### config.mk
export PLATFORM = sky130hd
export DESIGN_NAME = mmft_ram
export DESIGN_NICKNAME = d
export VERILOG_FILES = /design/src/rtl/core/mmft_ram.sv
export SDC_FILE = /design/constraint.sdc
export NUM_CORES = 1
export LEC_CHECK = 0
export BUFFER_PORTS_ARGS = -buffer_cell sky130_fd_sc_hd__buf_2
export CORE_ASPECT_RATIO = 1.5
export CORE_MARGIN = 2
export CORE_UTILIZATION = 60
export CTS_CLUSTER_DIAMETER = 80
export CTS_CLUSTER_SIZE = 24
export DETAILED_ROUTE_END_ITERATION = 16
export HOLD_SLACK_MARGIN = 0.08
export PLACE_DENSITY = 0.88
export SLEW_MARGIN = 20
export SYNTH_ARGS = -nofsm -noshare
export SYNTH_HDL_FRONTEND = slang
export SYNTH_SLANG_ARGS = --single-unit
### constraint.sdc
create_clock -name clk_i -period 2.1 [get_ports clk_i]
set_clock_uncertainty 0.05 [all_clocks]
set_input_delay 0.42 -clock clk_i [delete_from_list [all_inputs] [get_ports clk_i]]
set_output_delay 0.42 -clock clk_i [all_outputs]
set_load 0.005 [all_outputs]
### src/rtl/core/mmft_ram.sv
module mmft_ram #(
  parameter int unsigned WIDTH = 8,
  parameter int unsigned DEPTH = 16
) (
  input  logic                     clk_i,
  input  logic                     we_i,
  input  logic [$clog2(DEPTH)-1:0] waddr_i,
  input  logic [WIDTH-1:0]         wdata_i,
  input  logic [$clog2(DEPTH)-1:0] raddr_i,
  output logic [WIDTH-1:0]         rdata_o
);

  logic [WIDTH-1:0] mem_q [DEPTH];

  always_ff @(posedge clk_i) begin
    if (we_i) begin
      mem_q[waddr_i] <= wdata_i;
    end
    rdata_o <= mem_q[raddr_i];
  end

endmodule

**Yosys cells after proc, flatten, opt, wreduce, memory -nomap -nowiden**

Memory sizes are Yosys's and may differ from the RTL's. A register that Yosys moved wholly into a read port is not among the register bits.
Cells that the tools add are included.

- Register bits: 0
- Bits in latches: 0
- RAM bits: 128
- ROM bits: 0
- Input bits: 18
- Output and inout bits: 8
- Logic and storage cells: 3
- Memories: 1

- Add/sub/neg operators: 0
- Multiply operators: 0
- Divide/modulo/power cells: 0
- $lt $le $gt $ge: 0
- Eq/ne operators: 0
- Shifts and indexed selects: 0
- Mux-type cells: 2
- Bitwise logic cells: 0
- Reduce and logical (&&, ||, !) cells: 0

Memory list:

| memory | depth | bits a word | read ports | clocked after memory_dff | wr ports | RTL line | text |
|---|---|---|---|---|---|---|---|
| mem_q | 16 | 8 | 1 | 1 | 1 | 13 | `logic [WIDTH-1:0] mem_q [DEPTH];` |

Operators by type and width:

| operator | number |
|---|---|
| 2-to-1 mux 1 bit | 2 |

**Logic depth before layout (Yosys ltp)**

- Word-level depth: 2
- Mapped depth: 5
- Mapped depth without buffers: 3

**Least setup slack after synthesis**

OpenSTA, ideal clock, no wires.

- Kind: input to register
- From: in waddr_i[2]
- To: mem mem_q[0][0] (enable)
- Library setup time: 0.383 ns
- Data arrival time: 1.530 ns
- Data required time: 1.667 ns
- Path slack: 0.137 ns
- Stages on the path: 2
- Path buffers: 0
- Cell sequence: or3b_2 > nor3_1

RTL lines:

| item | RTL line | text |
|---|---|---|
| from (decl) | 7 | `input logic [$clog2(DEPTH)-1:0] waddr_i,` |
| to (decl) | 13 |  |

No word-level cell before the write port.

==> flow_summary.ini <==
[critical_path]
slowest_stage = mux4_1
r2r_start = mem_q[1][0]
startpoint_type = input port
critical-path-max-stage-delay_ps = 580
path_class = in -> reg
crit_fanout = 15
worstPathCellList = buf_2 > buf_12 > mux4_1 > a22oi_1 > nand2_1
end_kind = flop
cp.required_ps = 2340
arrival_ps = 1840
rrSetupSlack_ps = 590
reg2reg_depth = 3
r2r_end = rdata_o[0]

[placed_design]
port_buffers = 25
dp_hpwl_mm = 6.44
place_congestion = 0.859
dp_worst_setup_slack_ps = 155

[cts]
ctsHoldBuffers = 0
cts_max_level = 4
cts-resized-gates = 0
clk_latency_ps = 410
cts_tree = done
cts_buffers = 17
ctsRootBufferMaster = clkbuf_16
clk_path_buf_depth = 2
post-cts-setup-buffers = 0
cts_sinks = 136
clk_pin_slew_ps = 60

[synth]
seq_area_frac_synth_pct = 77.8
synth_common_cells = edfxtp_1 (128), mux4_2 (18), a22oi_1 (16)
synth_ff_type = edfxtp_1
synth_top_family_by_area = multiplexers
yosys_warnings = 0
async_flop_share_pct = 0
synthMuxAreaShare_pct = 15.0
ys_seq_elements = 136
yosysTopAreaCell = edfxtp_1
syn_area_um2 = 5150
synth_fa_ha_area_share_pct = 0
synth-compound-area-share_pct = 2.33
synth_xor_area_share_pct = 0
synth_top_area_share_pct = 74.7
synthDistinctLibCells = 19
synth.area.top_cells = edfxtp_1 (75%), mux4_2 (7.9%), mux4_1 (7.1%)
syn_nets = 247
synth_edf_count = 128
yosysMostFrequentCell = edfxtp_1
syn_avg_cell_area_um2 = 22.5
netlist_instances = 229
synth-simple-area-share_pct = 3.18

[timing]
finalSetupTns_ps = 0
setup_ws_ps = 499
post-route-min-period_ps = 1600
fmax_ghz = 0.625
maxSlewViolCount = 0
final-setup-viol-count = 0
hold_violations = 0
relSlewSlack_pct = 73.3
rsz0062_at_grt = no
period_share_pct = 76.2
tightestPinTransition_ps = 401

[drt]
drc = 0
vias_per_cell = 6.26
antenna_left = 0
vias = 2537
dr.pass1.iters = 5
drt_iter0_drc = 288
wl_per_cell_um = 24.9
routed_wl_mm = 10.1

[floorplanning]
core_area_um2 = 8360
io_pins = 26
start_util_pct = 61.6
die_y_um = 117
die_w_um = 79.6
row_count = 41
die_area_um2 = 9350

[final_layout]
layout.nets = 305
drive_gt1_share_pct = 31.5
fill_cells = 430
diodes = 0
area_growth_pct = 19.0

[worst_hold_path]
hp-class = in -> reg
holdPathStages = 1
worstHoldStart = wdata_i[4]
min_to = mem_q[9][4]

[global_routing]
antenna_found_initial = 0
grt_max_degree = 17
globalRoute.totalOverflow = 0
grt_pass1_wl_mm = 15.3
grt_usage_pct = 24.1
grt_pass1_vias = 2636

[job]
drv_cap = 0

[pwr]
p_leak_nw = 2.12
power.density_nw_per_um2 = 1030
vdd_drop_max_mv = 0.819

[status]
status = finished, final reports clean
[worst max-delay path, delay by kind of cell]
family	cells	cell delay, ps
AND/OR/NAND/NOR	1	100
AO/OA/AOI/OAI	1	250
multiplexers	1	580
buffers and inverters	2	490
[final cells by class]
class / count / area (um2) / area share (%)
Tap cell: 107 / 134 / 2.19
Clock buffer: 18 / 429 / 7.01
Sequential cell: 136 / 4000 / 65.4
Timing Repair Buffer: 49 / 343 / 5.60
Clock inverter: 12 / 159 / 2.59
Multi-Input combinational cell: 83 / 1060 / 17.3
[state kept, by name (all words and copies together) (netlist names)]
name / flops
rdata_o: 8
mem_q: 128
[layer usage]
layer	up-vias	GRT usage, %	wire length [um]
li1	1091	-	-
met1	1271	30.0	3730
met2	151	38.2	5340
met3	24	7.85	770
met4	0	11.1	246
met5	-	0	0
[per-stage QoR]
stage	hold WS, ps	cells	util, %	area [um2]	power, mW
CTS	317	405	73.3	6130	6.34
floorplan	469	229	-	5150	3.26
global placement	605	375	66.2	5540	3.38
detailed placement	620	375	66.2	5540	3.40
finish	335	405	73.3	6130	6.30
global route	339	405	73.3	6130	6.46
[report_power, final]
group	switching [mW]	internal, mW	leakage [nW]
sequential	0.0193	3.04	1.22
clock	1.01	1.95	0.288
combinational	0.158	0.129	0.610
total	1.18	5.11	2.12
[worst max-delay path by stage]
stage / startpoint / endpoint
after floorplan: waddr_i[2] / mem_q[0][0]
after global placement: raddr_i[0] / rdata_o[7]
after detailed placement: raddr_i[0] / rdata_o[1]
after CTS: raddr_i[0] / rdata_o[3]
after global routing: raddr_i[0] / rdata_o[1]
final: raddr_i[0] / rdata_o[3]
[cell families after synthesis]
group / Yosys count
compound gates: 16
simple gates: 35
buf+inv: 10
flops: 136
mux: 32
[placed cells by master (no fill, tap or decap), drive strengths merged, types with 7 or more instances in the layout]
master / n
clkbuf: 18
nand2: 9
nor2: 13
edfxtp: 128
dfxtp: 8
buf: 49
clkinv: 7
mux4: 32
a22oi: 16
Note: power is estimated with default switching activity, not from simulation.
